$ cat config.mk
export PLATFORM = sky130hd
export DESIGN_NAME = dsls_framer_flat
export DESIGN_NICKNAME = d
export VERILOG_FILES = /design/src/rtl/core/dsls_pkg.sv /design/src/rtl/core/dsls_cfg_if.sv /design/src/rtl/core/dsls_framer.sv /design/src/flat_wrapper.sv
export SDC_FILE = /design/constraint.sdc
export NUM_CORES = 1
export LEC_CHECK = 0
export BUFFER_PORTS_ARGS = -buffer_cell sky130_fd_sc_hd__buf_2
export CAP_MARGIN = 20
export CORE_MARGIN = 10
export CORE_UTILIZATION = 25
export CTS_CLUSTER_SIZE = 8
export DETAILED_ROUTE_END_ITERATION = 8
export GPL_ROUTABILITY_DRIVEN = 0
export SETUP_SLACK_MARGIN = 0.2
export SLEW_MARGIN = 0
export SYNTH_ARGS = -nofsm -noshare
export SYNTH_HDL_FRONTEND = slang
export SYNTH_SLANG_ARGS = --single-unit
$ cat constraint.sdc
create_clock -name clk -period 5.22 [get_ports clk]
set_clock_uncertainty 0.15 [all_clocks]
set_input_delay 0.261 -clock clk [delete_from_list [all_inputs] [get_ports clk]]
set_output_delay 0.261 -clock clk [all_outputs]
set_load 0.01 [all_outputs]
$ cat src/rtl/core/dsls_pkg.sv
// Shared types, constants and helpers for the dot-stuffed line splitter.
// No dependencies; every other file of the block imports this package.
package dsls_pkg;

  // Line store geometry
  localparam int LINE_CAP   = 8192;
  localparam int ADDR_W     = $clog2(LINE_CAP);
  localparam int LEN_W      = $clog2(LINE_CAP + 1);
  localparam int BYTE_W     = 8;

  // Configuration port
  localparam int CFG_ADDR_W = 1;
  localparam int CFG_DATA_W = 14;
  localparam logic [CFG_ADDR_W-1:0] REG_FORMAT_MODE = 1'd0;
  localparam logic [CFG_ADDR_W-1:0] REG_LINE_LIMIT  = 1'd1;

  // Limit range
  localparam logic [LEN_W-1:0] LIMIT_MIN = LEN_W'(4);
  localparam logic [LEN_W-1:0] LIMIT_MAX = LEN_W'(LINE_CAP);

  // Character codes
  localparam logic [BYTE_W-1:0] CH_LF  = 8'h0A;
  localparam logic [BYTE_W-1:0] CH_CR  = 8'h0D;
  localparam logic [BYTE_W-1:0] CH_DOT = 8'h2E;

  // Item modes
  localparam logic MODE_PUSH = 1'b0;
  localparam logic MODE_READ = 1'b1;

  // Result kinds
  typedef enum logic [2:0] {
    KIND_BYTE     = 3'd0,
    KIND_LINE     = 3'd1,
    KIND_END      = 3'd2,
    KIND_TOO_LONG = 3'd3,
    KIND_READ     = 3'd4
  } kind_t;

  // Line store access issued with an accepted item
  typedef struct packed {
    logic              wr_en;
    logic              rd_en;
    logic [ADDR_W-1:0] addr;
    logic [BYTE_W-1:0] wdata;
  } mem_req_t;

  // Result of one item, apart from the read data
  typedef struct packed {
    kind_t            kind;
    logic [LEN_W-1:0] line_length;
    logic             skip_first;
    logic             wire_known;
    logic             wire_active;
  } res_t;

  // Saturate a written limit to the supported range
  function automatic logic [LEN_W-1:0] clamp_limit(input logic [CFG_DATA_W-1:0] v);
    logic [LEN_W-1:0] lim;
    lim = LEN_W'(v);
    if (lim < LIMIT_MIN) begin
      lim = LIMIT_MIN;
    end else if (lim > LIMIT_MAX) begin
      lim = LIMIT_MAX;
    end
    return lim;
  endfunction

endpackage

$ cat src/rtl/core/dsls_cfg_if.sv
// Configuration write channel: valid/ready, register index and write data.
// Depends on dsls_pkg for field widths.
interface dsls_cfg_if import dsls_pkg::*; ();
  logic                  valid;
  logic                  ready;
  logic [CFG_ADDR_W-1:0] addr;
  logic [CFG_DATA_W-1:0] data;

  modport source (output valid, addr, data, input ready);
  modport sink   (input valid, addr, data, output ready);
endinterface

$ cat src/rtl/core/dsls_framer.sv
// Framing control: configuration registers, fill count, format decision and
// line-end detection for each accepted item. Depends on dsls_pkg.
module dsls_framer import dsls_pkg::*; (
  input  logic              clk,
  input  logic              rst_n,
  dsls_cfg_if.sink          cfg_ch,
  input  logic              accept,
  input  logic              mode,
  input  logic [BYTE_W-1:0] stream_byte,
  input  logic [ADDR_W-1:0] read_index,
  output mem_req_t          mem_req,
  output res_t              res
);

  logic             fmt_r, fmt_nxt;
  logic [LEN_W-1:0] lim_r, lim_nxt;
  logic [LEN_W-1:0] fill_r, fill_nxt;
  logic             decided_r, decided_nxt;
  logic             wire_r, wire_nxt;
  logic             last_cr_r, last_cr_nxt;
  logic             first_dot_r, first_dot_nxt;

  logic             push;
  logic             cfg_acc;
  logic [LEN_W-1:0] fill0;
  logic [LEN_W-1:0] fill1;
  logic [LEN_W-1:0] base_len;
  logic [LEN_W-1:0] dot_len;
  logic             prev_cr;
  logic             is_lf;
  logic             first_dot;
  logic             decide;
  logic             wire_now;
  logic             done;
  logic             too_long;

  assign cfg_ch.ready = 1'b1;
  assign cfg_acc      = cfg_ch.valid & cfg_ch.ready;
  assign push         = accept & (mode == MODE_PUSH);

  // Configuration writes
  always_comb begin
    fmt_nxt = fmt_r;
    lim_nxt = lim_r;
    if (cfg_acc) begin
      case (cfg_ch.addr)
        REG_FORMAT_MODE: fmt_nxt = cfg_ch.data[0];
        REG_LINE_LIMIT:  lim_nxt = clamp_limit(cfg_ch.data);
        default:         fmt_nxt = fmt_r;
      endcase
    end
  end

  // Frame the pushed byte
  always_comb begin
    fill0     = (fill_r >= lim_r) ? '0 : fill_r;
    fill1     = fill0 + LEN_W'(1);
    prev_cr   = (fill0 != '0) && last_cr_r;
    is_lf     = (stream_byte == CH_LF);
    first_dot = (fill0 == '0) ? (stream_byte == CH_DOT) : first_dot_r;
    decide    = is_lf && !fmt_r && !decided_r;
    wire_now  = fmt_r | (decide ? prev_cr : wire_r);
    done      = is_lf && (!wire_now || prev_cr);
    base_len  = wire_now ? (fill0 - LEN_W'(1)) : fill0;
    dot_len   = base_len - LEN_W'(1);
    too_long  = !done && (fill1 >= lim_r);
  end

  // Build the result
  always_comb begin
    res.kind        = KIND_BYTE;
    res.line_length = '0;
    res.skip_first  = 1'b0;
    if (mode == MODE_READ) begin
      res.kind = KIND_READ;
    end else if (done) begin
      if (wire_now && first_dot) begin
        if (dot_len != '0) begin
          res.kind        = KIND_LINE;
          res.line_length = dot_len;
          res.skip_first  = 1'b1;
        end else begin
          res.kind = KIND_END;
        end
      end else begin
        res.kind        = KIND_LINE;
        res.line_length = base_len;
      end
    end else if (too_long) begin
      res.kind = KIND_TOO_LONG;
    end
    res.wire_known  = fmt_r | decided_nxt;
    res.wire_active = fmt_r | (decided_nxt & wire_nxt);
  end

  // Advance line state on a pushed byte
  always_comb begin
    fill_nxt      = fill_r;
    decided_nxt   = decided_r;
    wire_nxt      = wire_r;
    last_cr_nxt   = last_cr_r;
    first_dot_nxt = first_dot_r;
    if (push) begin
      fill_nxt      = (done || too_long) ? '0 : fill1;
      last_cr_nxt   = (stream_byte == CH_CR);
      first_dot_nxt = first_dot;
      if (decide) begin
        decided_nxt = 1'b1;
        wire_nxt    = prev_cr;
      end
    end
  end

  // Line store access
  always_comb begin
    mem_req.wr_en = push;
    mem_req.rd_en = accept & (mode == MODE_READ);
    mem_req.addr  = (mode == MODE_READ) ? read_index : fill0[ADDR_W-1:0];
    mem_req.wdata = stream_byte;
  end

  always_ff @(posedge clk) begin
    if (!rst_n) begin
      fmt_r       <= 1'b0;
      lim_r       <= LIMIT_MAX;
      fill_r      <= '0;
      decided_r   <= 1'b0;
      wire_r      <= 1'b0;
      last_cr_r   <= 1'b0;
      first_dot_r <= 1'b0;
    end else begin
      fmt_r       <= fmt_nxt;
      lim_r       <= lim_nxt;
      fill_r      <= fill_nxt;
      decided_r   <= decided_nxt;
      wire_r      <= wire_nxt;
      last_cr_r   <= last_cr_nxt;
      first_dot_r <= first_dot_nxt;
    end
  end

`ifndef SYNTH
  // Fill count never passes the store capacity
  a_fill_cap: assert property (@(posedge clk) disable iff (!rst_n)
    fill_r <= LIMIT_MAX)
    else $error("fill count beyond line store capacity");

  // A too-long line is dropped: fill restarts at zero
  a_too_long_drop: assert property (@(posedge clk) disable iff (!rst_n)
    (push && res.kind == KIND_TOO_LONG) |=> (fill_r == '0))
    else $error("fill count not cleared after too-long line");

  // Once guessed, the format decision sticks
  a_decided_sticky: assert property (@(posedge clk) disable iff (!rst_n)
    decided_r |=> decided_r)
    else $error("format decision lost");

  // A finished line leaves the fill count at zero
  a_line_clears: assert property (@(posedge clk) disable iff (!rst_n)
    (push && (res.kind == KIND_LINE || res.kind == KIND_END)) |=> (fill_r == '0))
    else $error("fill count not cleared after line end");
`endif

endmodule

$ cat src/flat_wrapper.sv
// flat-port wrapper written by rule: the top's interface ports become plain ports
module dsls_framer_flat import dsls_pkg::*;
  (clk, rst_n, accept, mode, stream_byte, read_index, mem_req, res, cfg_ch_valid, cfg_ch_addr, cfg_ch_data, cfg_ch_ready);
  dsls_cfg_if cfg_ch_i ();
  input  logic clk;
  input  logic rst_n;
  input  logic accept;
  input  logic mode;
  input  logic [BYTE_W-1:0] stream_byte;
  input  logic [ADDR_W-1:0] read_index;
  output mem_req_t mem_req;
  output res_t res;
  input wire logic [$bits(cfg_ch_i.valid)-1:0] cfg_ch_valid;
  input wire logic [$bits(cfg_ch_i.addr)-1:0] cfg_ch_addr;
  input wire logic [$bits(cfg_ch_i.data)-1:0] cfg_ch_data;
  output wire logic [$bits(cfg_ch_i.ready)-1:0] cfg_ch_ready;
  assign cfg_ch_i.valid = cfg_ch_valid;
  assign cfg_ch_i.addr = cfg_ch_addr;
  assign cfg_ch_i.data = cfg_ch_data;
  assign cfg_ch_ready = cfg_ch_i.ready;
  dsls_framer u_core (.clk(clk), .rst_n(rst_n), .cfg_ch(cfg_ch_i), .accept(accept), .mode(mode), .stream_byte(stream_byte), .read_index(read_index), .mem_req(mem_req), .res(res));
endmodule
==> results.json <==
{
  "status": "complete, no violations",
  "period_needed_ns": 5.11,
  "synth-edff-count": 0,
  "seq_area_sq_um": 676,
  "wl_per_cell_um": 16.6,
  "path_clk_slew_ns": 0.05,
  "clock.fmax_mhz": 196,
  "final_cells": 945,
  "h-tree-depth": 2,
  "first_global_vias": 4554,
  "setup_violations": 0,
  "fin_crit_sh_pct": 97.8,
  "endpoint_kind": "output pin",
  "area_growth_pct": 40.8,
  "hold_viol": 0,
  "synth_top_family_by_area": "simple AND/OR/NAND/NOR gates",
  "die_x_um": 148,
  "dpl.hpwl_um": 11600,
  "synthFlopType": "dfxtp_1",
  "diodes": 0,
  "crit_top_cell": "buf_4",
  "clk_latency_ns": 0.27,
  "row_count": 46,
  "peakVddDrop_mv": 0.119,
  "pin_count": 85,
  "ys_seq_elements": 33,
  "grt_max_degree": 34,
  "async_flop_share_pct": 0,
  "root_buffer": "clkbuf_16",
  "die_y_um": 148,
  "synth_xor_area_share_pct": 4.46,
  "yosys.area_share.adder_pct": 9.71,
  "io_buffers": 83,
  "power.density_nw_per_um2": 166,
  "initial_core_util_pct": 25.8,
  "postSynthCellCount": 599,
  "firstDrtPassIters": 5,
  "worst_slew_pin_slew_ns": 0.784,
  "cts_tree": "yes",
  "nets": 802,
  "cts.path.max_buffers": 2,
  "layout_commonest_cell": "buf_2",
  "antenna_found_initial": 0,
  "cp_slowest_stage_delay_ns": 0.35,
  "synth_compound_area_share_pct": 24.3,
  "drc": 0,
  "maxCapViolations": 0,
  "syn_area_sq_um": 4120,
  "ys_types": 71,
  "required_ns": 4.81,
  "core_sq_um": 16000,
  "leakage_nw": 2.50,
  "clock-sinks": 33,
  "vias_per_cell": 5.24,
  "ant_nets": 0,
  "yosys_warnings": 0,
  "routed_wl_um": 15700,
  "crit_type": "flop to output pin",
  "start_kind": "flop",
  "whs_ns": 0.118,
  "holdBufCountCts": 0,
  "multi_input_area_sq_um": 3510,
  "fin_setup_tns_ns": 0,
  "synthSimpleGateAreaFrac_pct": 35.7,
  "slowest_stage": "a211o_1",
  "vias": 4950,
  "rsz0062_at_grt": "true",
  "grt_pass1_wl_um": 23800,
  "layout_common_cells": "buf_2, buf_4, nand2_1",
  "cts_made_buffers": 5,
  "reg2reg_slack_ns": 0.42,
  "drt_iter0_markers": 527,
  "grt_usage_pct": 12.9,
  "grt_overflow": 0,
  "relSlewSlack_pct": 47.7,
  "synth.area.mux_share_pct": 1.49,
  "slew_viol_final": 0,
  "drive_above_1_share_pct": 35.1,
  "die-area_sq_um": 22000,
  "arrival_ns": 4.70,
  "nFillCells": 1694,
  "cp_max_fo": 7,
  "synth_area_per_cell_sq_um": 6.88,
  "dp.cells": 891,
  "ys_seq_area_share_pct": 16.0,
  "syn_nets": 672,
  "hold_class": "input pin to flop"
}
==> repair_timing <==
action / 4_1_cts / 5_1_grt
buffers inserted: 29 / 18
resized for setup: 40 / 43
endpoints found under the hold margin: 0 / 0
pin swaps: 29 / 33
cloned: 0 / 0
endpoints found under the setup margin: 10 / 11
==> state kept, by name, indices dropped and copies added, names as in the netlist <==
signal / flops
u_core.decided_r: 1
u_core.fill_r: 14
u_core.first_dot_r: 1
u_core.fmt_r: 1
u_core.last_cr_r: 1
u_core.lim_r: 14
u_core.wire_r: 1
==> cell usage after synthesis (2+ instances only) <==
cell type	n	area share (%)
a211o_1	2	0.43
a211oi_2	2	0.61
a21o_1	4	0.73
a21oi_1	30	3.6
a22oi_1	13	2.4
a311oi_1	2	0.43
a31oi_1	8	1.2
a32oi_1	2	0.43
and2_1	18	2.7
and3_1	7	1.1
buf_2	2	0.24
buf_4	11	2.0
clkbuf_1	30	2.7
dfxtp_1	33	16
ha_1	32	9.7
inv_1	31	2.8
mux2i_1	5	1.2
nand2_1	79	7.2
nand2b_1	9	1.4
nand3_1	23	2.8
nand4_1	16	2.4
nor2_1	56	5.1
nor2b_1	18	2.7
nor3_1	14	1.7
nor3b_1	3	0.55
nor4_1	9	1.4
nor4b_4	3	1.7
o211a_1	2	0.49
o211ai_1	4	0.73
o21a_1	2	0.36
o21ai_0	42	5.1
o21ai_1	5	0.61
o221ai_1	3	0.64
o22ai_1	5	0.76
o2bb2ai_1	2	0.43
o311a_1	2	0.49
o31ai_1	8	1.5
or3_1	7	1.1
or4_1	4	0.73
xnor2_1	14	3.0
xor2_1	7	1.5
==> power breakdown <==
part           internal [mW]  total [mW]  switching (mW)
Combinational          0.180       0.406           0.226
Clock                  0.187       0.294           0.107
Sequential             0.258       0.262         0.00388
Total                  0.625       0.962           0.337
==> final cells by class <==
type,count,share of cell area (%)
multi-input cells,489,60.6
repair buffers,168,18.5
flip-flops and latches,33,11.6
well taps,216,4.66
clock buffers,6,2.39
inverters,32,2.07
clock inverters,1,0.129
==> layer usage <==
layer / wire length, um / vias up / GRT usage, %
li1: - / 2406 / -
met1: 7270 / 2227 / 18.0
met2: 6480 / 282 / 19.3
met3: 1580 / 35 / 3.03
met4: 381 / 0 / 3.57
met5: 0 / - / 0
==> per-stage QoR <==
stage | power, mW | util (%) | cell area, sq um | setup slack, ns
2_1_floorplan | 0.476 | - | 4200 | 0.208
3_3_place_gp | 0.565 | 30.8 | 4920 | 0.190
3_5_place_dp | 0.565 | 30.8 | 4920 | 0.116
4_1_cts | 0.912 | 34.1 | 5450 | 0.202
5_1_grt | 1.01 | 36.3 | 5800 | -0.0754
6_report | 0.962 | 36.3 | 5800 | 0.113
==> critical path, delay by kind of cell, from the launching register on <==
kind | cells | cell delay, ns
fa+ha+maj | 2 | 0.46
simple gates | 7 | 0.88
compound gates | 5 | 1.03
flops | 1 | 0.33
buf+inv | 14 | 1.72
==> path summary, 6_finish.rpt <==
| path | cells past startpoint | end | startpoint |
|---|---|---|---|
| worst max-delay path | 28 | res[3] | u_core.lim_r[10]$_SDFFE_PN0P_ |
| worst min-delay path | 3 | u_core.lim_r[8]$_SDFFE_PN0P_ | cfg_ch_data[8] |
| worst max register to register | 24 | u_core.fill_r[11]$_SDFFE_PN0P_ | u_core.lim_r[10]$_SDFFE_PN0P_ |
| worst min register to register | 2 | u_core.lim_r[13]$_SDFFE_PN1P_ | u_core.lim_r[13]$_SDFFE_PN1P_ |
==> cell families after synthesis <==
group           count (synthesis)
simple gates                  278
mux                             6
compound gates                151
fa+ha+maj                      32
buf+inv                        77
xor+xnor                       21
other cells                     1
flops                          33
No activity file was read; power rests on OpenSTA's default activity.
