==> config.mk <==
export PLATFORM = sky130hd
export DESIGN_NAME = dsls_out_buf_flat
export DESIGN_NICKNAME = d
export VERILOG_FILES = /design/src/rtl/core/dsls_pkg.sv /design/src/rtl/core/dsls_out_if.sv /design/src/rtl/core/dsls_out_buf.sv /design/src/flat_wrapper.sv
export SDC_FILE = /design/constraint.sdc
export NUM_CORES = 1
export LEC_CHECK = 0
export ABC_AREA = 1
export BUFFER_PORTS_ARGS = -buffer_cell sky130_fd_sc_hd__buf_2
export CAP_MARGIN = 20
export CORE_ASPECT_RATIO = 1.4
export CORE_MARGIN = 2
export CORE_UTILIZATION = 40
export DETAILED_ROUTE_END_ITERATION = 16
export GPL_ROUTABILITY_DRIVEN = 0
export HOLD_SLACK_MARGIN = 0.03
export PLACE_DENSITY = 0.78
export SYNTH_ARGS = -nofsm -noshare
export SYNTH_HDL_FRONTEND = slang
export SYNTH_SLANG_ARGS = --single-unit
==> constraint.sdc <==
create_clock -name clk -period 6.4 [get_ports clk]
set_input_delay 0.64 -clock clk [delete_from_list [all_inputs] [get_ports clk]]
set_output_delay 0.64 -clock clk [all_outputs]
set_load 0.02 [all_outputs]
==> src/rtl/core/dsls_pkg.sv <==
// Shared types, constants and helpers for the dot-stuffed line splitter.
// No dependencies; every other file of the block imports this package.
package dsls_pkg;

  // Line store geometry
  localparam int LINE_CAP   = 8192;
  localparam int ADDR_W     = $clog2(LINE_CAP);
  localparam int LEN_W      = $clog2(LINE_CAP + 1);
  localparam int BYTE_W     = 8;

  // Configuration port
  localparam int CFG_ADDR_W = 1;
  localparam int CFG_DATA_W = 14;
  localparam logic [CFG_ADDR_W-1:0] REG_FORMAT_MODE = 1'd0;
  localparam logic [CFG_ADDR_W-1:0] REG_LINE_LIMIT  = 1'd1;

  // Limit range
  localparam logic [LEN_W-1:0] LIMIT_MIN = LEN_W'(4);
  localparam logic [LEN_W-1:0] LIMIT_MAX = LEN_W'(LINE_CAP);

  // Character codes
  localparam logic [BYTE_W-1:0] CH_LF  = 8'h0A;
  localparam logic [BYTE_W-1:0] CH_CR  = 8'h0D;
  localparam logic [BYTE_W-1:0] CH_DOT = 8'h2E;

  // Item modes
  localparam logic MODE_PUSH = 1'b0;
  localparam logic MODE_READ = 1'b1;

  // Result kinds
  typedef enum logic [2:0] {
    KIND_BYTE     = 3'd0,
    KIND_LINE     = 3'd1,
    KIND_END      = 3'd2,
    KIND_TOO_LONG = 3'd3,
    KIND_READ     = 3'd4
  } kind_t;

  // Line store access issued with an accepted item
  typedef struct packed {
    logic              wr_en;
    logic              rd_en;
    logic [ADDR_W-1:0] addr;
    logic [BYTE_W-1:0] wdata;
  } mem_req_t;

  // Result of one item, apart from the read data
  typedef struct packed {
    kind_t            kind;
    logic [LEN_W-1:0] line_length;
    logic             skip_first;
    logic             wire_known;
    logic             wire_active;
  } res_t;

  // Saturate a written limit to the supported range
  function automatic logic [LEN_W-1:0] clamp_limit(input logic [CFG_DATA_W-1:0] v);
    logic [LEN_W-1:0] lim;
    lim = LEN_W'(v);
    if (lim < LIMIT_MIN) begin
      lim = LIMIT_MIN;
    end else if (lim > LIMIT_MAX) begin
      lim = LIMIT_MAX;
    end
    return lim;
  endfunction

endpackage

==> src/rtl/core/dsls_out_if.sv <==
// Result channel of the line splitter: valid/ready plus one result item.
// Depends on dsls_pkg for field widths.
interface dsls_out_if import dsls_pkg::*; ();
  logic              valid;
  logic              ready;
  logic [2:0]        kind;
  logic [LEN_W-1:0]  line_length;
  logic              skip_first;
  logic [BYTE_W-1:0] read_byte;
  logic              wire_known;
  logic              wire_active;

  modport source (output valid, kind, line_length, skip_first, read_byte, wire_known,
                  wire_active, input ready);
  modport sink   (input valid, kind, line_length, skip_first, read_byte, wire_known,
                  wire_active, output ready);
endinterface

==> src/rtl/core/dsls_out_buf.sv <==
// Result buffering: a stage aligned with the line store read, then the
// output register, so an item is taken while a result waits. Depends on dsls_pkg.
module dsls_out_buf import dsls_pkg::*; (
  input  logic              clk,
  input  logic              rst_n,
  input  logic              in_valid,
  output logic              in_ready,
  input  res_t              res,
  input  logic [BYTE_W-1:0] rdata,
  dsls_out_if.source        out_ch
);

  logic              s1_v_r, s1_v_nxt;
  res_t              s1_res_r;
  logic              out_v_r, out_v_nxt;
  res_t              out_res_r;
  logic [BYTE_W-1:0] out_byte_r;
  logic              accept;
  logic              s1_adv;

  // Stage one moves on when the output register is free or being drained
  assign s1_adv   = !out_v_r || out_ch.ready;
  assign in_ready = !s1_v_r || s1_adv;
  assign accept   = in_valid & in_ready;

  assign s1_v_nxt  = accept | (s1_v_r & !s1_adv);
  assign out_v_nxt = (s1_v_r & s1_adv) | (out_v_r & !out_ch.ready);

  always_ff @(posedge clk) begin
    if (!rst_n) begin
      s1_v_r  <= 1'b0;
      out_v_r <= 1'b0;
    end else begin
      s1_v_r  <= s1_v_nxt;
      out_v_r <= out_v_nxt;
    end
  end

  // Capture payloads; read data joins the item in the output register
  always_ff @(posedge clk) begin
    if (accept) begin
      s1_res_r <= res;
    end
    if (s1_v_r && s1_adv) begin
      out_res_r  <= s1_res_r;
      out_byte_r <= (s1_res_r.kind == KIND_READ) ? rdata : '0;
    end
  end

  assign out_ch.valid       = out_v_r;
  assign out_ch.kind        = out_res_r.kind;
  assign out_ch.line_length = out_res_r.line_length;
  assign out_ch.skip_first  = out_res_r.skip_first;
  assign out_ch.read_byte   = out_byte_r;
  assign out_ch.wire_known  = out_res_r.wire_known;
  assign out_ch.wire_active = out_res_r.wire_active;

`ifndef SYNTH
  // A stalled output keeps the item in stage one
  a_s1_hold: assert property (@(posedge clk) disable iff (!rst_n)
    (s1_v_r && out_v_r && !out_ch.ready) |=> s1_v_r)
    else $error("stage one item lost under stall");

  // No item is taken while both stages are full and stalled
  a_no_overrun: assert property (@(posedge clk) disable iff (!rst_n)
    (s1_v_r && out_v_r && !out_ch.ready) |-> !accept)
    else $error("item accepted into a full buffer");

  // Every item in stage one reaches the output register
  a_s1_to_out: assert property (@(posedge clk) disable iff (!rst_n)
    (s1_v_r && s1_adv) |=> out_v_r)
    else $error("stage one item not delivered");
`endif

endmodule

==> src/flat_wrapper.sv <==
// flat-port wrapper written by rule: the top's interface ports become plain ports
module dsls_out_buf_flat import dsls_pkg::*;
  (clk, rst_n, in_valid, in_ready, res, rdata, out_ch_valid, out_ch_kind, out_ch_line_length, out_ch_skip_first, out_ch_read_byte, out_ch_wire_known, out_ch_wire_active, out_ch_ready);
  dsls_out_if out_ch_i ();
  input  logic clk;
  input  logic rst_n;
  input  logic in_valid;
  output logic in_ready;
  input  res_t res;
  input  logic [BYTE_W-1:0] rdata;
  output wire logic [$bits(out_ch_i.valid)-1:0] out_ch_valid;
  output wire logic [$bits(out_ch_i.kind)-1:0] out_ch_kind;
  output wire logic [$bits(out_ch_i.line_length)-1:0] out_ch_line_length;
  output wire logic [$bits(out_ch_i.skip_first)-1:0] out_ch_skip_first;
  output wire logic [$bits(out_ch_i.read_byte)-1:0] out_ch_read_byte;
  output wire logic [$bits(out_ch_i.wire_known)-1:0] out_ch_wire_known;
  output wire logic [$bits(out_ch_i.wire_active)-1:0] out_ch_wire_active;
  input wire logic [$bits(out_ch_i.ready)-1:0] out_ch_ready;
  assign out_ch_valid = out_ch_i.valid;
  assign out_ch_kind = out_ch_i.kind;
  assign out_ch_line_length = out_ch_i.line_length;
  assign out_ch_skip_first = out_ch_i.skip_first;
  assign out_ch_read_byte = out_ch_i.read_byte;
  assign out_ch_wire_known = out_ch_i.wire_known;
  assign out_ch_wire_active = out_ch_i.wire_active;
  assign out_ch_i.ready = out_ch_ready;
  dsls_out_buf u_core (.clk(clk), .rst_n(rst_n), .in_valid(in_valid), .in_ready(in_ready), .res(res), .rdata(rdata), .out_ch(out_ch_i));
endmodule
==> summary.txt, run 1 <==
Status
  • Status: finished clean

Setup path
  • CP Launch Type: input port
  • CP Capture Type: register
  • Delay-heaviest family, CP: compound AO/OA/AOI/OAI gates
  • Crit-path cells: buf_2 > inv_1 > a21oi_2 > buf_4
  • WS Path Type: in -> reg
  • Crit-path max FO: 15
  • CP Buf/Inv Count: 3
  • Crit path required time: about 6.4 ns
  • Crit path DAT: between 1.5 and 2 ns
  • Critical-path top delay cell: a21oi_2
  • Slowest cell delay on critical path: 0.63 ns

Finish
  • Area of the multi-input gates: between 70 and 80 um2
  • Core Util, Final: a little over half
  • Fillcell total: about 300
  • Antenna diodes: 0
  • Layout cells sized above 1: 48.3%
  • Non-filler instance count after layout: approximately 190
  • Nets: 180
  • Register area: approximately 1500 um2
  • Area Overhead vs Synth: 30.0%

STA
  • Slew Limit Fails: 0
  • Clock skew: ~0.0042 ns
  • RSZ-0062 raised after global routing: false
  • Highest Clock Rate: roughly 0.56 GHz
  • Hold Vio Cnt, Final: 0
  • Final Critical Period: 1.78 ns
  • Rel. slew slack: around half
  • Worst Tran Pin Value: around 0.78 ns
  • Fin crit share: between 20% and 30%
  • TNS Setup: 0 ns
  • Hold WS: between 0.4 and 0.5 ns
  • Final setup violating endpoints: 0

Place
  • DP Cell Count: between 150 and 200
  • Port-buffer cells: 61
  • Detailed Place HPWL: 1900 um

GRT
  • First-pass GRT wire length: between 3000 and 4000 um
  • Gr busiest metal: met2
  • Vias in the first global route: 860
  • Global route overflow: 0
  • Largest net degree at the start of global routing: 21
  • Met2 usage: 21.0%
  • GR Util met1: between 10% and 20%
  • Antenna violations before repair: 0
  • Total track usage: between 10 and 15%
  • Grt met3 use: 4.89%

Synthesis
  • Yosys reg bits: 50
  • Syn_nets: 111
  • Yosys Warn Count: 0
  • Post-synth top area cell: edfxtp_1
  • Mapped Area: approximately 1600 um2
  • Gate Count Post-Synth: 79
  • Syn_area_per_cell: between 20 and 25 um2
  • Area contributors post-synth: edfxtp_1 (90%), inv_1 (3.0%), dfxtp_1 (2.5%)
  • Sequential area share after synthesis: ~92%
  • Cell variety after synth: 8
  • Post-synth top area share: about 90%

Routing
  • Routed WL: approximately 2500 um
  • Starting DRT DRC Count: 23
  • Vias per inst: about 4.5
  • DRT antenna net count: 0
  • Drt pass-1 iters: 4
  • DRC Markers: 0
  • Vias: roughly 860
  • DR WL/cell: 12.9 um

Floorplanning
  • Site Rows: 27
  • # IOs: slightly above 60
  • Die footprint: 4540 um2
  • Core Area: approximately 3900 um2
  • Die Wd: 57.5 um
  • Initial Util: approximately 41%
  • Die H: 78.9 um

Power
  • Switching power: between 0.1 and 0.15 mW
  • VDD IR-drop max: ~0.00023 V
  • Clk network pwr share: about a third
  • Sw Share: approximately 20%
  • Int Power: 0.508 mW
  • Flop pwr share: about three fifths
  • Comb pwr share: slightly above 6%
  • Power density cells: roughly 300 nW/um2
  • Overall Power: ~0.63 mW
  • P_leak: slightly below 0.9 nW

CTS
  • H-tree levels: 2
  • CTS root buf: clkbuf_8
  • Cts bufs inserted: 5
  • Post-CTS setup repair buffer count: 0
  • CTS Hold Bufs: 0
  • Clock-pin slew on the worst setup and hold paths: ~0.08 ns
  • Post-CTS resize count: 0
  • CTS max path bufs: 2
  • Clock latency on the worst-skew pair: just under 0.3 ns
  • Clock Sinks: 50
  • CTS tree: built

Flow run
  • Max-cap violations: 0

Worst hold path
  • Hold Crit Class: reg -> reg
-- metrics by stage --
| step | setup slack [ns] | area (um2) |
|---|---|---|
| 2_1_floorplan | 3.89 | 1600 |
| 3_5_place_dp | 4.28 | 1970 |
| 4_1_cts | 4.59 | 2080 |
| 5_1_grt | 4.53 | 2080 |
| 6_report | 4.62 | 2080 |
| 3_3_place_gp | 4.37 | 1970 |
-- placed cells by master (no fill, tap or decap), drive strengths merged --
cell type	synthesis	layout
edfxtp	48	48
bufinv	0	1
clkbuf	0	6
clkinvlp	0	1
dfxtp	2	2
a21oi	3	3
nor2	9	9
nand3	1	1
inv	13	13
nand2	3	3
buf	0	62
-- synthesized netlist by cell type --
| library cell | instances |
|---|---|
| a21oi_1 | 3 |
| dfxtp_1 | 2 |
| edfxtp_1 | 48 |
| inv_1 | 13 |
| nand2_1 | 2 |
| nand2_2 | 1 |
| nand3_2 | 1 |
| nor2_1 | 9 |
-- registers in the layout, indices dropped and copies added, names as in the netlist --
signal                     count
u_core.out_ch.kind             3
u_core.out_ch.line_length     14
u_core.out_ch.read_byte        8
u_core.out_ch.skip_first       1
u_core.out_ch.valid            1
u_core.out_ch.wire_active      1
u_core.out_ch.wire_known       1
u_core.s1_res_r               20
u_core.s1_v_r                  1
-- power groups by stage --
stage	clock network, mW	registers, mW	logic [mW]
after detailed placement	0	0.390	0.0399
after CTS	0.217	0.383	0.0400
final	0.210	0.382	0.0390
after global routing	0.227	0.384	0.0430
after floorplan	0	0.400	0.00852
after global placement	0	0.389	0.0382
-- cells by family (layout without fill, tap and decap cells) --
group | after synthesis | count (layout) | synth area share [%]
buf+inv | 13 | 83 | 3.04
flops | 50 | 50 | 92.4
compound gates | 3 | 3 | 0.936
simple gates | 13 | 13 | 3.59
-- metal layers --
layer | wire length [um] | vias to the layer above
met5 | 0 | -
met4 | 27 | 0
met3 | 238 | 4
met2 | 1390 | 43
met1 | 818 | 403
li1 | - | 413
-- path summary, 6_finish.rpt --
kind | depth (start not counted) | startpoint | end | slack [ns]
worst max-delay path | 4 | out_ch_ready | u_core.out_ch.line_length[6] | 4.62
worst min-delay path | 0 | u_core.s1_res_r[10] | u_core.out_ch.line_length[7] | 0.42
worst max register to register | 3 | u_core.s1_v_r | u_core.out_ch.line_length[6] | 4.76
worst min register to register | 0 | u_core.s1_res_r[10] | u_core.out_ch.line_length[7] | 0.42
-- area by class of cell --
class	count	area share, %
multi-input cells	16	3.66
clock inverters	2	1.80
flip-flops and latches	50	71.1
clock buffers	6	3.48
well taps	43	2.58
repair buffers	62	15.0
inverters	13	2.34
-- worst reg2reg max path: cells and delay by family (launching register included) --
| kind | cells | cell delay (ns) |
|---|---|---|
| compound gates | 1 | 0.57 |
| buf+inv | 2 | 0.42 |
| flops | 1 | 0.35 |
Power figures use the tool's default switching activity.
==> run 2: changes to the inputs <==
- ABC_AREA: 1 -> 0
- PLACE_DENSITY: 0.78 -> 0.8
- clock period: 6.4 -> 1.55 ns (I/O delays scaled with it)
==> run 2 against run 1 <==
Worst setup slack worse by 4.3 ns. Cell count is 3.1% higher. Highest routed layer unchanged. Via count is 1.5% higher. Largest cell class unchanged. Clock power grew to 3.5 times the previous value. Utilization is 5.2 points higher. Power grew to 4.0 times the previous value. Sequential share of layout area is 6.2 points lower. Final area is 9.6% higher.
==> summary.txt, run 2 <==
Status
  • Status: finished clean

CTS
  • CTS tree: built
  • CTS root buf: clkbuf_8
  • Post-CTS setup repair buffer count: 0 (unchanged)
  • Cts bufs inserted: 5 (unchanged)
  • CTS max path bufs: 2 (unchanged)
  • Clock Sinks: 50 (unchanged)
  • Clock latency on the worst-skew pair: 0.29 ns (about the same)
  • Post-CTS resize count: 0 (unchanged)
  • CTS Hold Bufs: 12 (+12)
  • H-tree levels: 2 (unchanged)
  • Clock-pin slew on the worst setup and hold paths: 0.08 ns (about the same)

Place
  • DP Cell Count: 172 (-6.5%)
  • Dpl ws: 0.292 ns (-3.99 ns)
  • Detailed Place HPWL: 1870 um (-1.9%)
  • Port-buffer cells: 61 (unchanged)

STA
  • Fin worst setup slack: 0.272 ns (-4.35 ns)
  • Slew Limit Fails: 0 (unchanged)
  • Highest Clock Rate: approximately 0.78 GHz
  • Clock skew: 0.00543 ns (+0.00123 ns)
  • RSZ-0062 raised after global routing: false
  • Hold Vio Cnt, Final: 0 (unchanged)
  • TNS Setup: 0 ns (unchanged)
  • Final Critical Period: between 1 and 1.5 ns
  • Final setup violating endpoints: 0 (unchanged)
  • Rel. slew slack: 69.9% (+22 points)
  • Worst Tran Pin Value: 0.451 ns (-0.325 ns)
  • Fin crit share: between 80 and 90%

Routing
  • DRC Markers: 0 (unchanged)
  • Drt pass-1 iters: 6 (+2)
  • Vias per inst: 4.42 (-1.6%)
  • Routed WL: 2630 um (+6.2%)
  • Vias: 876 (+1.5%)
  • DRT antenna net count: 0 (unchanged)
  • Starting DRT DRC Count: 22 (-4.3%)
  • DR WL/cell: 13.3 um (+3.0%)

Synthesis
  • Syn_nets: 98 (-12%)
  • Post-synth top area cell: edfxtp_1
  • Yosys Warn Count: 0 (unchanged)
  • Ys flop type: edfxtp_1
  • Gate Count Post-Synth: 66 (-16%)
  • Commonest cells in the netlist: edfxtp_1 (48), and2_1 (8), dfxtp_1 (2), nor2b_1 (2)
  • Mapped Area: 1590 um2 (-0.55%)
  • Count leader, synth: edfxtp_1
  • Cell variety after synth: 10 (+2)
  • Post-synth top area share: 90.4% (+0.49 points)
  • Asr flop ratio synth: 0% (unchanged)
  • Yosys reg bits: 50 (unchanged)
  • Syn_area_per_cell: 24.2 um2 (+19%)
  • Sequential area share after synthesis: 92.9% (+0.51 points)
  • EDFF count, synth: 48 (unchanged)
  • Area contributors post-synth: edfxtp_1 (90%), and2_1 (3.1%), dfxtp_1 (2.5%)

Floorplanning
  • Core Area: 3880 um2 (unchanged)
  • Die Wd: 57.4 um (-0.26%)
  • Site Rows: 27 (unchanged)
  • Initial Util: 41.0% (-0.23 points)
  • # IOs: 62 (unchanged)
  • Die H: 78.7 um (-0.25%)
  • Die footprint: 4510 um2 (-0.51%)

GRT
  • Gr busiest metal: met2
  • Antenna violations before repair: 0 (unchanged)
  • Vias in the first global route: 904 (+5.1%)
  • First-pass GRT wire length: 3970 um (+5.1%)
  • GR Util met1: 12.0% (+0.77 points)
  • Largest net degree at the start of global routing: 29 (+38%)
  • Grt met3 use: 5.54% (+0.65 points)
  • Met2 usage: 20.7% (-0.34 points)
  • Total track usage: 12.3% (+0.76 points)
  • Global route overflow: 0 (unchanged)

Finish
  • Largest register by flop count: u_core.s1_res_r
  • Commonest non-fill, non-tap cell in the layout: buf_2
  • Max reg flops: 20 (unchanged)
  • Non-filler instance count after layout: 198 (+3.1%)
  • Most frequent cells in the layout: buf_2 (61), edfxtp_1 (48), dlygate4sd3_1 (18)
  • Antenna diodes: 0 (unchanged)
  • Layout cells sized above 1: 47.1% (-1.2 points)
  • Nets: 186 (+3.3%)
  • Area Overhead vs Synth: 43.2%

Power
  • VDD IR-drop max: 0.000815 V (+250%)
  • P_leak: 0.904 nW (+3.6%)
  • Int Power: 2.02 mW (+300%)
  • Comb pwr share: 8.4% (+2.2 points)
  • Clk network pwr share: 28.8% (-4.4 points)
  • Switching power: 0.495 mW (+300%)
  • Sw Share: 19.7% (+0.16 points)
  • Power density cells: 1100 nW/um2 (+260%)
  • Flop pwr share: 62.8% (+2.2 points)

Setup path
  • WS Path Type: reg -> reg
  • CP Launch Type: register
  • Crit path required time: 1.61 ns (-4.78 ns)
  • CP Capture Type: register
  • Crit-path max FO: 20 (+5)
  • Crit path DAT: 1.34 ns (-0.43 ns)

Flow run
  • Max-cap violations: 0 (unchanged)

Worst hold path
  • Hold Crit Class: in -> reg
-- run 2: changes by cell type after synthesis --
cell	previous run	this run
nor3b_4	0	1
inv_1	13	1
nand3b_1	0	1
o21a_1	0	1
a21oi_1	3	1
and2_1	0	8
a21boi_0	0	1
nand2_1	2	0
nor2_1	9	0
nand3_2	1	0
nand2_2	1	0
nor2b_1	0	2
-- run 2: kinds of logic (layout without fill, tap and decap cells) --
logic type / after synthesis / after routing / share of synthesized area [%]
buffers and inverters: 1 / 90 / 0.235
AO/OA/AOI/OAI: 3 / 3 / 1.26
flip-flops: 50 / 50 / 92.9
AND/OR/NAND/NOR: 12 / 12 / 5.57
-- run 2: power groups by stage --
stage          registers, mW  clock network (mW)  logic (mW)
2_1_floorplan           1.65                   0      0.0365
3_3_place_gp            1.61                   0       0.172
4_1_cts                 1.58               0.750       0.201
6_report                1.58               0.725       0.211
5_1_grt                 1.59               0.811       0.227
3_5_place_dp            1.61                   0       0.178
-- run 2: path summary, 6_finish.rpt --
check                      start                           end  slack, ns  depth (start not counted)
min reg2reg   u_core.s1_res_r[4]  u_core.out_ch.line_length[1]       0.42                          0
min                       res[7]            u_core.s1_res_r[7]       0.04                          1
max reg2reg  u_core.out_ch.valid           u_core.s1_res_r[10]       0.27                          3
max          u_core.out_ch.valid           u_core.s1_res_r[10]       0.27                          3
-- run 2: stage by stage --
step                total power [mW]  hold WS [ns]  area, um2  util (%)
floorplan                       1.69         0.254       1610         -
global placement                1.78         0.334       2010      51.8
detailed placement              1.79         0.334       2010      51.8
CTS                             2.53        0.0305       2220      57.2
global route                    2.62        0.0304       2280      58.8
finish                          2.51        0.0433       2280      58.8
-- run 2: routing by layer --
layer  vias up  part of all wire, %
met5         -                    0
met4         0                  3.5
met3         9                  7.8
met2        43                   57
met1       397                   31
li1        427                    -
-- run 2: cell type report --
| class | instances | area, um2 |
|---|---|---|
| clock buffer | 7 | 86.3 |
| clock inverter | 1 | 5.00 |
| fill | 282 | 1600 |
| inverter | 1 | 3.75 |
| multi-input combinational | 15 | 128 |
| sequential | 50 | 1480 |
| tap | 43 | 53.8 |
| timing repair buffer | 81 | 526 |
-- run 2: critical path: stages, from the launching register on --
cell and delay (ns):
dfxtp_1 0.35, nor2b_1 0.41, a21oi_4 0.11, buf_12 0.17
==> run 3: changes to the inputs <==
- PLACE_DENSITY: 0.8 -> 0.78
- clock period: 1.55 -> 1.2 ns (I/O delays scaled with it)
==> run 3 against run 2 <==
Utilization rose by 1.2 points. Sequential share of layout area down 1.2 points. Global-route usage grew 0.30 points. Via count is 1.9% higher. Hold slack got worse by 0.0031 ns. Worst setup slack worse by 0.18 ns. Critical path depth is the same. Cell count increased by 1.0%. Combinational power rose by 32%. Register-to-register slack got worse by 0.18 ns. First-iteration DRC count rose by 41%. Critical endpoint is now u_core.out_ch.line_length[3]. Largest power group unchanged.
==> summary.txt, run 3 (same netlist as run 2, synthesis figures left out) <==
Setup path
  • Reg2reg end: u_core.out_ch.line_length[3]
  • Crit-path cells: nor2b_4 > nor2b_4 > buf_12
  • Crit path DAT: 1.10 ns (-0.24 ns)
  • CP Launch Type: register
  • R2R Setup Slk: 0.1 ns (-0.18 ns)
  • Worst reg2reg path depth: 3 (unchanged)
  • Top cell by count, worst path: nor2b_4
  • Origin of the critical flop-to-flop path: u_core.out_ch.valid
  • Crit path required time: 1.19 ns (-0.42 ns)
  • Critical-path top delay cell: dfxtp_2
  • CP Capture Type: register
  • Slowest cell delay on critical path: 0.34 ns (-0.07 ns)
  • Crit-path max FO: 28 (+40%)
  • WS Path Type: reg -> reg

Power
  • Overall Power: 3.44 mW (+37%)
  • VDD IR-drop max: 0.00131 V (+61%)
  • P_leak: 0.924 nW (+2.2%)
  • Power density cells: 1470 nW/um2 (+34%)

STA
  • Hold WS: 0.0402 ns (-0.00309 ns)
  • Highest Clock Rate: 0.905 GHz (+16%)
  • Clock skew: 0.00815 ns (+0.00273 ns)
  • Fin crit share: 92.1% (+9.6 points)
  • Worst Tran Pin Value: 0.260 ns (-0.191 ns)
  • Final setup violating endpoints: 0 (unchanged)
  • Hold Vio Cnt, Final: 0 (unchanged)
  • TNS Setup: 0 ns (unchanged)
  • Rel. slew slack: 82.6% (+13 points)
  • Final Critical Period: 1.10 ns (-0.173 ns)
  • RSZ-0062 raised after global routing: false
  • Slew Limit Fails: 0 (unchanged)

Routing
  • DR WL/cell: 13.4 um (+0.84%)
  • Starting DRT DRC Count: 31 (+41%)
  • Routed WL: 2680 um (+1.9%)
  • Vias: 893 (+1.9%)
  • DRC Markers: 0 (unchanged)
  • Drt pass-1 iters: 4 (-2)
  • Vias per inst: 4.47 (+0.92%)
  • DRT antenna net count: 0 (unchanged)

CTS
  • Cts bufs inserted: 5 (unchanged)
  • CTS root buf: clkbuf_8
  • Clock latency on the worst-skew pair: 0.29 ns (about the same)
  • H-tree levels: 2 (unchanged)
  • CTS tree: built
  • Clock-pin slew on the worst setup and hold paths: 0.09 ns (about the same)
  • Clock Sinks: 50 (unchanged)
  • CTS max path bufs: 2 (unchanged)

Finish
  • Antenna diodes: 0 (unchanged)
  • Layout cells sized above 1: 49.0% (+1.9 points)
  • Commonest non-fill, non-tap cell in the layout: buf_2
  • Area Overhead vs Synth: 46.2%
  • Most frequent cells in the layout: buf_2 (61), edfxtp_1 (48), dlygate4sd3_1 (20)
  • Max reg flops: 20 (unchanged)
  • Fillcell total: 273 (-3.2%)
  • Nets: 188 (+1.1%)
  • Largest register by flop count: u_core.s1_res_r

GRT
  • Global route overflow: 0 (unchanged)
  • Antenna violations before repair: 0 (unchanged)
  • Largest net degree at the start of global routing: 29 (unchanged)
  • Vias in the first global route: 866 (-4.2%)
  • First-pass GRT wire length: 4110 um (+3.3%)
  • Total track usage: 12.6% (+0.30 points)

Floorplanning
  • Site Rows: 27 (unchanged)
  • # IOs: 62 (unchanged)
  • Die Wd: 57.4 um (unchanged)
  • Initial Util: 41.0% (unchanged)
  • Die footprint: 4510 um2 (unchanged)
  • Die H: 78.7 um (unchanged)
  • Core Area: 3880 um2 (unchanged)

Worst hold path
  • Hold Crit Class: in -> reg
  • Hold path endpoint: u_core.out_ch.valid
  • Hold Path Stages: 2 (+1)
  • Min-delay src: rst_n

Flow run
  • Max-cap violations: 0 (unchanged)

Place
  • Port-buffer cells: 61 (unchanged)
  • Detailed Place HPWL: 1750 um (-6.4%)

Status
  • Status: finished clean
[run 3: cell types whose count changed in the layout (fill, tap and decap cells not counted), sizes merged]
cell	delta
dlygate4sd3	+2
bufinv	+1
clkinv	+1
clkbuf	-2
[run 3: worst max-delay path: cells and delay by family (launching register included)]
kind,cells,cell delay (ns)
flops,1,0.34
simple gates,2,0.26
buf+inv,1,0.19
[run 3: how the worst max path moves through the flow]
stage / startpoint / to / cells past startpoint
2_1_floorplan: u_core.out_ch.valid / u_core.out_ch.kind[0] / 2
3_3_place_gp: u_core.s1_v_r / u_core.out_ch.read_byte[1] / 2
3_5_place_dp: u_core.s1_v_r / u_core.out_ch.line_length[12] / 2
4_1_cts: u_core.s1_v_r / in_ready / 2
5_1_grt: u_core.out_ch.valid / u_core.out_ch.line_length[12] / 3
6_report: u_core.out_ch.valid / u_core.out_ch.line_length[3] / 3
[run 3: final cells by class]
| cell class | count | area (um2) | share of cell area [%] |
|---|---|---|---|
| tap | 43 | 53.8 | 2.31 |
| clock buffer | 5 | 68.8 | 2.95 |
| sequential | 50 | 1480 | 63.7 |
| inverter | 1 | 3.75 | 0.161 |
| clock inverter | 3 | 40.0 | 1.72 |
| multi-input combinational | 15 | 135 | 5.80 |
| timing repair buffer | 83 | 546 | 23.4 |
[run 3: metrics by stage]
step / setup WS (ns) / area, um2 / cells / utilization [%]
2_1_floorplan: -0.141 / 1620 / 66 / -
3_3_place_gp: 0.123 / 2020 / 172 / 52.0
3_5_place_dp: 0.0667 / 2020 / 172 / 52.0
4_1_cts: 0.0315 / 2330 / 200 / 60.0
5_1_grt: 0.0707 / 2330 / 200 / 60.0
6_report: 0.0953 / 2330 / 200 / 60.0
[run 3: repair_timing]
action                                  4_1_cts  5_1_grt
endpoints found under the setup margin        0        1
setup buffers                                 0        0
gates resized for setup                       0        1
hold buffers                                 20        0
endpoints found under the hold margin        20        0
[run 3: routing by layer]
layer	up-vias	share of wire [%]	global-route usage, %
met5	-	0	0
met4	0	0.67	4.88
met3	2	8.0	5.37
met2	45	55	21.7
met1	415	36	13.3
li1	431	-	-
[run 3: power breakdown]
part / total (mW) / internal, mW / leakage [nW] / switching (mW)
combinational: 0.278 / 0.137 / 0.393 / 0.140
sequential: 2.04 / 2.01 / 0.473 / 0.0293
clock: 1.12 / 0.613 / 0.0579 / 0.504
